## config.mk

```make
export PLATFORM = sky130hd
export DESIGN_NAME = opl_command_stream_decoder_core
export DESIGN_NICKNAME = d
export VERILOG_FILES = /design/src/hdl/opl_pkg.sv /design/src/hdl/opl_dec.sv /design/src/hdl/opl_command_stream_decoder_core.sv
export SDC_FILE = /design/constraint.sdc
export NUM_CORES = 1
export LEC_CHECK = 0
export BUFFER_PORTS_ARGS = -buffer_cell sky130_fd_sc_hd__buf_2
export CAP_MARGIN = 20
export CORE_UTILIZATION = 50
export DETAILED_ROUTE_END_ITERATION = 8
export PLACE_DENSITY = 0.75
export SYNTH_ARGS = -nofsm -noshare
export SYNTH_HDL_FRONTEND = slang
export SYNTH_SLANG_ARGS = --single-unit
```

## constraint.sdc

```tcl
create_clock -name clk_i -period 2.1 [get_ports clk_i]
set_clock_uncertainty 0.1 [all_clocks]
set_input_delay 0.315 -clock clk_i [delete_from_list [all_inputs] [get_ports clk_i]]
set_output_delay 0.315 -clock clk_i [all_outputs]
set_load 0.02 [all_outputs]
```

## src/hdl/opl_pkg.sv

```systemverilog
// Types and constants of the command stream decoder.
`timescale 1ns / 1ps
`default_nettype none

package opl_pkg;

  // Register numbers with a special meaning in pair mode.
  localparam logic [7:0] RegDelay = 8'h00;
  localparam logic [7:0] RegSpeed = 8'h02;
  localparam logic [7:0] RegEnd   = 8'hFF;
  // Byte value that marks the end of the song.
  localparam logic [7:0] EndByte  = 8'hFF;
  localparam logic [7:0] ZeroByte = 8'h00;

  // Stream formats.
  localparam logic FmtPair   = 1'b0;
  localparam logic FmtRecord = 1'b1;

  // Position of a byte within the current command.
  typedef enum logic [1:0] {
    PhFirst  = 2'd0,
    PhSecond = 2'd1,
    PhThird  = 2'd2,
    PhFourth = 2'd3
  } opl_phase_e;

  typedef struct packed {
    logic [7:0] byte_value;
    logic       stream_end;
  } opl_in_t;

  typedef struct packed {
    logic        write_valid;
    logic [7:0]  reg_addr;
    logic [7:0]  reg_data;
    logic [15:0] delay_ticks;
    logic        speed_valid;
    logic [15:0] speed_divisor;
    logic        song_end;
  } opl_out_t;

  typedef struct packed {
    opl_phase_e byte_phase;
    logic [7:0] held_first;
    logic [7:0] held_second;
    logic [7:0] held_third;
    logic       speed_capture;
    logic       song_ended;
  } opl_state_t;

endpackage

`default_nettype wire

```

## src/hdl/opl_dec.sv

```systemverilog
// Combinational decode of one stream byte against the current command state.
`timescale 1ns / 1ps
`default_nettype none

module opl_dec (
  input  opl_pkg::opl_state_t state_q_i,
  input  logic                fmt_i,
  input  opl_pkg::opl_in_t    item_i,
  output opl_pkg::opl_state_t state_d_o,
  output logic                res_valid_o,
  output opl_pkg::opl_out_t   res_o
);
  import opl_pkg::*;

  logic [7:0] b;
  assign b = item_i.byte_value;

  always_comb begin
    state_d_o   = state_q_i;
    res_valid_o = 1'b0;
    res_o       = '0;
    if (!state_q_i.song_ended) begin
      if (item_i.stream_end) begin
        // Any partly collected command or divisor is dropped.
        state_d_o.song_ended    = 1'b1;
        state_d_o.byte_phase    = PhFirst;
        state_d_o.speed_capture = 1'b0;
        res_o.song_end          = 1'b1;
        res_valid_o             = 1'b1;
      end else if (fmt_i == FmtPair) begin
        if (state_q_i.byte_phase == PhFirst) begin
          state_d_o.held_first = b;
          state_d_o.byte_phase = PhSecond;
        end else if (state_q_i.speed_capture) begin
          state_d_o.speed_capture = 1'b0;
          state_d_o.byte_phase    = PhFirst;
          res_o.speed_valid       = 1'b1;
          res_o.speed_divisor     = {b, state_q_i.held_first};
          res_valid_o             = 1'b1;
        end else begin
          // The held byte is the data, this byte is the register.
          state_d_o.byte_phase = PhFirst;
          case (b)
            RegDelay: begin
              if (state_q_i.held_first != ZeroByte) begin
                res_o.delay_ticks = {ZeroByte, state_q_i.held_first};
                res_valid_o       = 1'b1;
              end
            end
            RegSpeed: begin
              if (state_q_i.held_first == ZeroByte) begin
                state_d_o.speed_capture = 1'b1;
              end
            end
            RegEnd: begin
              if (state_q_i.held_first == EndByte) begin
                state_d_o.song_ended = 1'b1;
                res_o.song_end       = 1'b1;
                res_valid_o          = 1'b1;
              end
            end
            default: begin
              res_o.write_valid = 1'b1;
              res_o.reg_addr    = b;
              res_o.reg_data    = state_q_i.held_first;
              res_valid_o       = 1'b1;
            end
          endcase
        end
      end else begin
        case (state_q_i.byte_phase)
          PhFirst: begin
            state_d_o.held_first = b;
            state_d_o.byte_phase = PhSecond;
          end
          PhSecond: begin
            state_d_o.held_second = b;
            state_d_o.byte_phase  = PhThird;
          end
          PhThird: begin
            state_d_o.held_third = b;
            state_d_o.byte_phase = PhFourth;
          end
          default: begin
            state_d_o.byte_phase = PhFirst;
            res_valid_o          = 1'b1;
            if (state_q_i.held_first == EndByte && state_q_i.held_second == EndByte &&
                state_q_i.held_third == EndByte && b == EndByte) begin
              state_d_o.song_ended = 1'b1;
              res_o.song_end       = 1'b1;
            end else begin
              res_o.write_valid = 1'b1;
              res_o.reg_addr    = state_q_i.held_first;
              res_o.reg_data    = state_q_i.held_second;
              res_o.delay_ticks = {b, state_q_i.held_third};
            end
          end
        endcase
      end
    end
  end

endmodule

`default_nettype wire

```

## src/hdl/opl_command_stream_decoder_core.sv

```systemverilog
// Top level of the recorded synth register stream decoder.
//
//   Channel   Direction  Handshake               Payload
//   in        input      in_valid_i/in_ready_o   in_data_i  (opl_in_t)
//   out       output     out_valid_o/out_ready_i out_data_o (opl_out_t)
//   cfg       input      cfg_we_i, no wait       cfg_data_i (stream format)
//
// One byte is accepted per cycle while the output is not stalled; a result
// appears in the output register the cycle after the byte that completes
// a command. The next byte is taken while a result waits, as long as that
// result is taken in the same cycle; a stalled output holds back the input.
// Reset clears the command state, the format and the output register.
`timescale 1ns / 1ps
`default_nettype none

module opl_command_stream_decoder_core (
  input  logic              clk_i,
  input  logic              rst_ni,
  input  logic              in_valid_i,
  output logic              in_ready_o,
  input  opl_pkg::opl_in_t  in_data_i,
  output logic              out_valid_o,
  input  logic              out_ready_i,
  output opl_pkg::opl_out_t out_data_o,
  input  logic              cfg_we_i,
  input  logic              cfg_data_i
);
  import opl_pkg::*;

  opl_state_t state_q, state_d;
  logic       fmt_q;
  logic       res_valid;
  opl_out_t   res;
  logic       out_valid_q;
  opl_out_t   out_data_q;
  logic       in_acc;

  assign in_ready_o = !out_valid_q || out_ready_i;
  assign in_acc     = in_valid_i && in_ready_o;

  opl_dec u_dec (
    .state_q_i   (state_q),
    .fmt_i       (fmt_q),
    .item_i      (in_data_i),
    .state_d_o   (state_d),
    .res_valid_o (res_valid),
    .res_o       (res)
  );

  always_ff @(posedge clk_i or negedge rst_ni) begin
    if (!rst_ni) begin
      state_q <= '0;
      fmt_q   <= FmtPair;
    end else if (cfg_we_i) begin
      // A format change drops any partly collected command.
      fmt_q                 <= cfg_data_i;
      state_q.byte_phase    <= PhFirst;
      state_q.speed_capture <= 1'b0;
    end else if (in_acc) begin
      state_q <= state_d;
    end
  end

  always_ff @(posedge clk_i or negedge rst_ni) begin
    if (!rst_ni) begin
      out_valid_q <= 1'b0;
    end else if (in_acc && res_valid) begin
      out_valid_q <= 1'b1;
    end else if (out_ready_i) begin
      out_valid_q <= 1'b0;
    end
  end

  always_ff @(posedge clk_i or negedge rst_ni) begin
    if (!rst_ni) begin
      out_data_q <= '0;
    end else if (in_acc && res_valid) begin
      out_data_q <= res;
    end
  end

  assign out_valid_o = out_valid_q;
  assign out_data_o  = out_data_q;

endmodule

`default_nettype wire

```

# Word-level counts from Yosys, hierarchy flattened
# Index checks and enable logic that the tools add are counted.
[op_classes]
n_addsub = 0
multipliers = 0
n_lt_le_gt_ge = 0
n_eq_ne = 10
div = 0
muxes = 49
n_bitwise = 3
shifts = 0
reduce_logical = 21
[ops]
columns = ["operator", "n"]
rows = [
  ["$mux W33", 4],
  ["$mux W51", 2],
  ["$mux W28", 2],
  ["$mux W17", 3],
  ["$mux W50", 1],
  ["$mux W8", 5],
  ["$eq A8 B8 Y1 const B", 4],
  ["$mux W24", 1],
  ["$mux W1", 23],
  ["$logic_not A8 Y1", 2],
  ["$mux W16", 1],
  ["$reduce_and A6 Y1", 2],
  ["$mux W10", 1],
  ["$eq A8 B2 Y1 const B", 1],
  ["$mux W2", 4],
  ["$reduce_and A4 Y1", 2],
  ["$reduce_bool A8 Y1", 1],
  ["$ne A3 B3 Y1 const B", 2],
  ["$pmux W2 S3", 1],
  ["$reduce_or A3 Y1", 2],
  ["$logic_and A1 B1 Y1", 5],
  ["$reduce_and A2 Y1", 2],
  ["$reduce_bool A2 Y1", 2],
  ["$not A1 Y1", 3],
  ["7 further kinds", 7],
]
[word_totals]
romBits = 0
register_bits = 81
word_cells = 98
in_bits = 15
mem_count = 0
latch_bits = 0
out_inout_bits = 53
ramBits = 0

# Logic depth before layout (Yosys ltp)
[depth]
ltp_word = 11
ltp_mapped = 9

# By module
# A second synthesis with hierarchy kept.
[unflattened]
hier_cells = 351
hier_area_um2 = 4315.4
[modules_own_cells]
columns = ["module", "area_per_inst_um2", "n_inst", "seq_area_each_um2", "cells_each"]
rows = [
  ["opl_command_stream_decoder_core", 3064.2, 1, 2026.9, 181],
  ["opl_dec", 1251.2, 1, 0.0, 170],
]

# Least setup slack after synthesis
# Ideal clock, no wire load.
[synth_timing]
path_type = "input to register"
start = "in in_data_i[5] (netlist name)"
end = "reg out_data_q, in the netlist out_data_o[0]"
path_slack_ns = -0.469
t_required_ns = 1.873
arrival_ns = 2.342
setup_ns = 0.127
cell_stages = 7
cell_sequence = "or4_1 > or2_1 > or3_1 > a311oi_1 > buf_4 > buf_6 > mux2_1"
[synth_via]
elab_chain_cells = 8
word_cells_on_any_way = 19
classes_between = "eq/ne (2); mux (14); reduce/logical (3)"
[synth_lines]
columns = ["item", "line_no", "text"]
rows = [
  ["from (decl)", "opl_command_stream_decoder_core.sv:21", "input opl_pkg::opl_in_t in_data_i,"],
  ["$eq A8 B8 Y1, or another cell as far along", "opl_dec.sv:43, opl_dec.sv:88", ""],
  ["$pmux W1 S3", "opl_dec.sv:43", "case (b)"],
  ["$mux W1", "opl_dec.sv:34", "end else if (state_q_i.speed_capture) begin"],
  ["$mux W1", "opl_dec.sv:31", "if (state_q_i.byte_phase == PhFirst) begin"],
  ["$mux W1", "opl_dec.sv:30", "end else if (fmt_i == FmtPair) begin"],
  ["$mux W1", "opl_dec.sv:23", "if (item_i.stream_end) begin"],
  ["$mux W1", "opl_dec.sv:22", "if (!state_q_i.song_ended) begin"],
  ["$logic_and A1 B1 Y1", "opl_command_stream_decoder_core.sv:77", "end else if (in_acc && res_valid) begin"],
  ["to (signal assigned)", "opl_command_stream_decoder_core.sv:78", "out_data_q <= res;"],
  ["to (decl)", "opl_command_stream_decoder_core.sv:35", "opl_out_t out_data_q;"],
]
# Several ways; a longest one is shown, not always the timed one.
# A chain may end at the register's enable or synchronous reset.

==> results.md <==
- The run finished, with violations left.
- The final reports fail on negative setup slack.
- The most used flip-flop cell after synthesis is sky130_fd_sc_hd__dfrtp_1.
- The signed area change from the synthesized netlist to the final layout is 37.4%.
- The kind of capture point of the worst setup path is a flip-flop.
- The starting density of the core is 0.529.
- The clock network fraction of design power is 0.280.
- The via count of the first global-routing pass is 3285.
- The total track usage is 0.262.
- The via density per instance is 5.44.
- Of the total power, combinational logic draws 0.246.
- After synthesis, the share of cell area in mux cells is 0.254.
- The post-synthesis adder-cell area fraction is 0.0128.
- The top fanout value on the critical path is 5.
- The per-cell routed wire length is 17.6 µm.
- After synthesis, the mean cell area works out to 11.3 µm².
- The number of diodes is 0.
- The worst path required time is 2.24 ns.
- TritonCTS built the clock tree.
- The boundary pin count is 68.
- The share of total power dissipated in sequential elements is 0.474.
- Clock-pin slew was measured on the worst setup and hold paths at 0.07 ns.
- Setup violations remaining at the end of the flow were counted as 53.
- Of all cell types, the one taking the most synthesized area is sky130_fd_sc_hd__dfrtp_1.
- The setup check on the worst reg-to-reg path leaves a slack of -0.27 ns.
- The share of the synthesized area in compound gates (AO/OA/AOI/OAI) is 0.0587.
- The gate count of the mapped netlist is 347.
- Counting flops with an async set or reset pin after synthesis yields a share of 1.00.
- In this run the horizontal extent of the chip is 90.5 µm.
- The total of warnings raised by yosys is 0.
- Setup repair after global routing could not meet its margin everywhere.
- The worst hold path belongs to the class input pin to flip-flop.
- The number of different library cells in the post-synthesis netlist is 31.
- The detail route stage leaves a number of antenna-violating nets equal to 0.
- Counting I/O delays and the setup requirement, the final critical path takes 2.37 ns.
- The detailed router's first-iteration violation count is 259.
- The start-to-end type of the worst setup path is flip-flop to flip-flop.
- The net count of the mapped netlist is 366.
- Sorting the synthesized cells by area gives the leading types as sky130_fd_sc_hd__dfrtp_1 52%, sky130_fd_sc_hd__mux2_2 12%, sky130_fd_sc_hd__mux2i_1 11%.
- The sort of element at the start of the critical path is a flip-flop.
- The core footprint is 7410 µm².
- The highest clock rate is 422 MHz.
- The post-route worst setup slack is -0.269 ns.
- The clock passes through at most 2 buffers.
- The post-route setup TNS is -10.73 ns.
- The count of input and output buffers is 67.
- Detailed placement ended at an HPWL of 6940 µm.
- Of the total synthesized cell area, the portion taken by XOR and XNOR cells is 0.
- The die is 90.5 µm tall.
- The share of final-layout standard cells stronger than drive strength 1 is 0.459.
- The worst pin sits at a relative slew slack of 0.591.
- After detailed routing, the wire length on met1 is 4380 µm.
- The final RePlAce weighted congestion is 0.935.
- Counting the buffers created by CTS gives 9.
- The combinational family with the most area after synthesis is multiplexers.
- Max-cap violations in this run came to 0.
- The final count of pins violating max slew is 0.
- The area share of and/or/nand/nor cells after synthesis is 0.0859.
- Of the total power, the share spent switching nets is 0.308.
- In this run, synthesis produced a sequential element count of 81.
- The initial antenna violation count is 0.
- The cell area after synthesis is 3920 µm².
- The buffer type at the clock tree root is sky130_fd_sc_hd__clkbuf_8.
- The largest net degree at the start of global routing is 51.
- The highest metal layer carrying signal wires in the routed design is met4.
- The H-tree was split into 3 levels.
- The worst-case setup slack after placement is -0.588 ns.
- At the pin with the least slew margin, the transition time is 0.612 ns.
- The routed length on met2 is 5260 µm.
- Internal power comes to 2.75 mW.
- The data arrival time of the critical path is 2.51 ns.
- In this run the power density over the cells is 736 nW/µm².
- The floorplan step defined a die boundary enclosing 8200 µm².
- The met3 wirelength from detailed routing is 561 µm.
- In the finished design, the share of the clock period the worst path needs comes to 1.13.
- The first-pass GRT wire length is 16500 µm.
- The final hold violation count was 0.
- The share of the synthesized area in the top cell type is 0.517.
- For this run the aggregate overflow at the end of global routing stands at 0.
- The initialized floorplan defines 31 standard-cell rows.
- The total detailed-routing wirelength is 10500 µm.
- In this run the static leakage power is 2.59 nW.
- For this run, design rule violations remaining after detail routing come to 0.
- The total vias in the final route is 3252.
- In this run, synthesis inferred 0 flip-flops with an integrated enable.
- The analysis attributes to net switching a power of 1.22 mW.
- The sequential fraction of the synthesis area is 0.517.
- For this design, the sink count on the clock tree is 81.
- The worst supply voltage drop on vdd is 0.414 mV.
- The first TritonRoute pass finished after 5 iterations.
- For the worst-skew pair, the clock arrives at the later sink with an insertion delay of 0.36 ns.
- The number of nets in the finished design is 513.
## cell type report
type	instances	area, µm²
Clock buffer	11	131
Sequential cell	81	2030
Timing Repair Buffer	155	1160
Clock inverter	5	56.3
Inverter	45	169
Multi-Input combinational cell	202	1720
Fill cell	528	2020
Tap cell	99	124
## power by group through the flow
stage	sequential, mW	clock (mW)	combinational (mW)
6_report	1.88	1.11	0.977
5_1_grt	1.90	1.18	1.05
4_1_cts	1.87	1.13	0.958
3_5_place_dp	1.90	0	0.880
3_3_place_gp	1.89	0	0.856
2_1_floorplan	2.07	0	0.260
## cells by family (layout without fill, tap and decap cells)
kind of cell               after synthesis  count (layout)
adders and majority gates                4               4
and+or+nand+nor                         68              68
buffers and inverters                   64             216
AOI/OAI and AO/OA                       37              37
muxes                                   93              93
DFF                                     81              81
## critical path: stages (launching register included)
cell and delay (ns):
sky130_fd_sc_hd__dfrtp_1 0.46, sky130_fd_sc_hd__nand4_1 0.13, sky130_fd_sc_hd__nor4_1 0.42, sky130_fd_sc_hd__nor2b_1 0.15, sky130_fd_sc_hd__a311oi_4 0.39, sky130_fd_sc_hd__buf_4 0.19, sky130_fd_sc_hd__buf_6 0.13, sky130_fd_sc_hd__mux2_4 0.30
## through the flow
step / util / cells / hold WS (ns) / cell area (µm²) / total power, mW
after floorplan: - / 347 / -0.0806 / 3960 / 2.33
after global placement: 0.659 / 559 / 0.176 / 4880 / 2.75
after detailed placement: 0.659 / 559 / 0.178 / 4880 / 2.78
after CTS: 0.709 / 591 / 0.0834 / 5250 / 3.96
after global routing: 0.727 / 598 / 0.102 / 5390 / 4.12
final: 0.727 / 598 / 0.0959 / 5390 / 3.97
## state kept, by name (all words and copies together) (netlist names), named ones only
register     count
fmt_q            1
out_data_o      51
out_valid_o      1
state_q         20
## cell usage after synthesis (all sizes together) (4+ instances only)
library cell  number
a21oi              5
a22o               8
buf                7
clkbuf            12
dfrtp             81
ha                 4
inv               45
mux2              51
mux2i             42
nand2             29
nand4              9
nor2              10
o21ai             18
## worst paths after layout
path | depth (start not counted) | endpoint | startpoint
worst min-delay path | 2 | fmt_q | cfg_data_i
worst max register to register | 7 | out_data_o[17] | flip-flop
worst min register to register | 1 | state_q[0] | state_q[0]
min in group asynchronous | 2 | out_data_o[2] | rst_ni
worst max-delay path | 7 | out_data_o[17] | flip-flop
max in group asynchronous | 3 | state_q[17] | rst_ni
## what timing repair did
action                                 4_1_cts  5_1_grt
setup endpoints to repair                   52       53
gates cloned                                 0        3
hold buffers                                 1        0
endpoints found under the hold margin       31        0
pin swaps                                    4        0
resized for setup                           11       14
setup buffers                               15        4
## layout by cell type, fill, tap and decap left out, types with 2 or more instances in the layout
master / count
sky130_fd_sc_hd__ha_1: 4
sky130_fd_sc_hd__buf_2: 63
sky130_fd_sc_hd__or4_1: 2
sky130_fd_sc_hd__a22o_1: 8
sky130_fd_sc_hd__clkbuf_1: 2
sky130_fd_sc_hd__clkbuf_16: 2
sky130_fd_sc_hd__mux2i_1: 41
sky130_fd_sc_hd__nand4_1: 9
sky130_fd_sc_hd__nor3_1: 3
sky130_fd_sc_hd__nor4_1: 2
sky130_fd_sc_hd__mux2_4: 10
sky130_fd_sc_hd__buf_6: 7
sky130_fd_sc_hd__nand2b_1: 2
sky130_fd_sc_hd__buf_12: 7
sky130_fd_sc_hd__dfrtp_1: 81
sky130_fd_sc_hd__and3_1: 2
sky130_fd_sc_hd__a21o_1: 2
sky130_fd_sc_hd__a21oi_1: 5
sky130_fd_sc_hd__inv_1: 45
sky130_fd_sc_hd__buf_4: 74
sky130_fd_sc_hd__o21ai_0: 18
sky130_fd_sc_hd__nand2_1: 29
sky130_fd_sc_hd__nor2_1: 8
sky130_fd_sc_hd__clkbuf_8: 9
sky130_fd_sc_hd__clkinv_2: 2
sky130_fd_sc_hd__mux2_2: 41
## metal layers
metal / track usage / up-vias
li1: - / 1476
met1: 0.346 / 1625
met4: 0.140 / 0
met3: 0.0354 / 27
met5: 0 / -
met2: 0.419 / 124
Note: power is estimated with default switching activity, not from simulation.
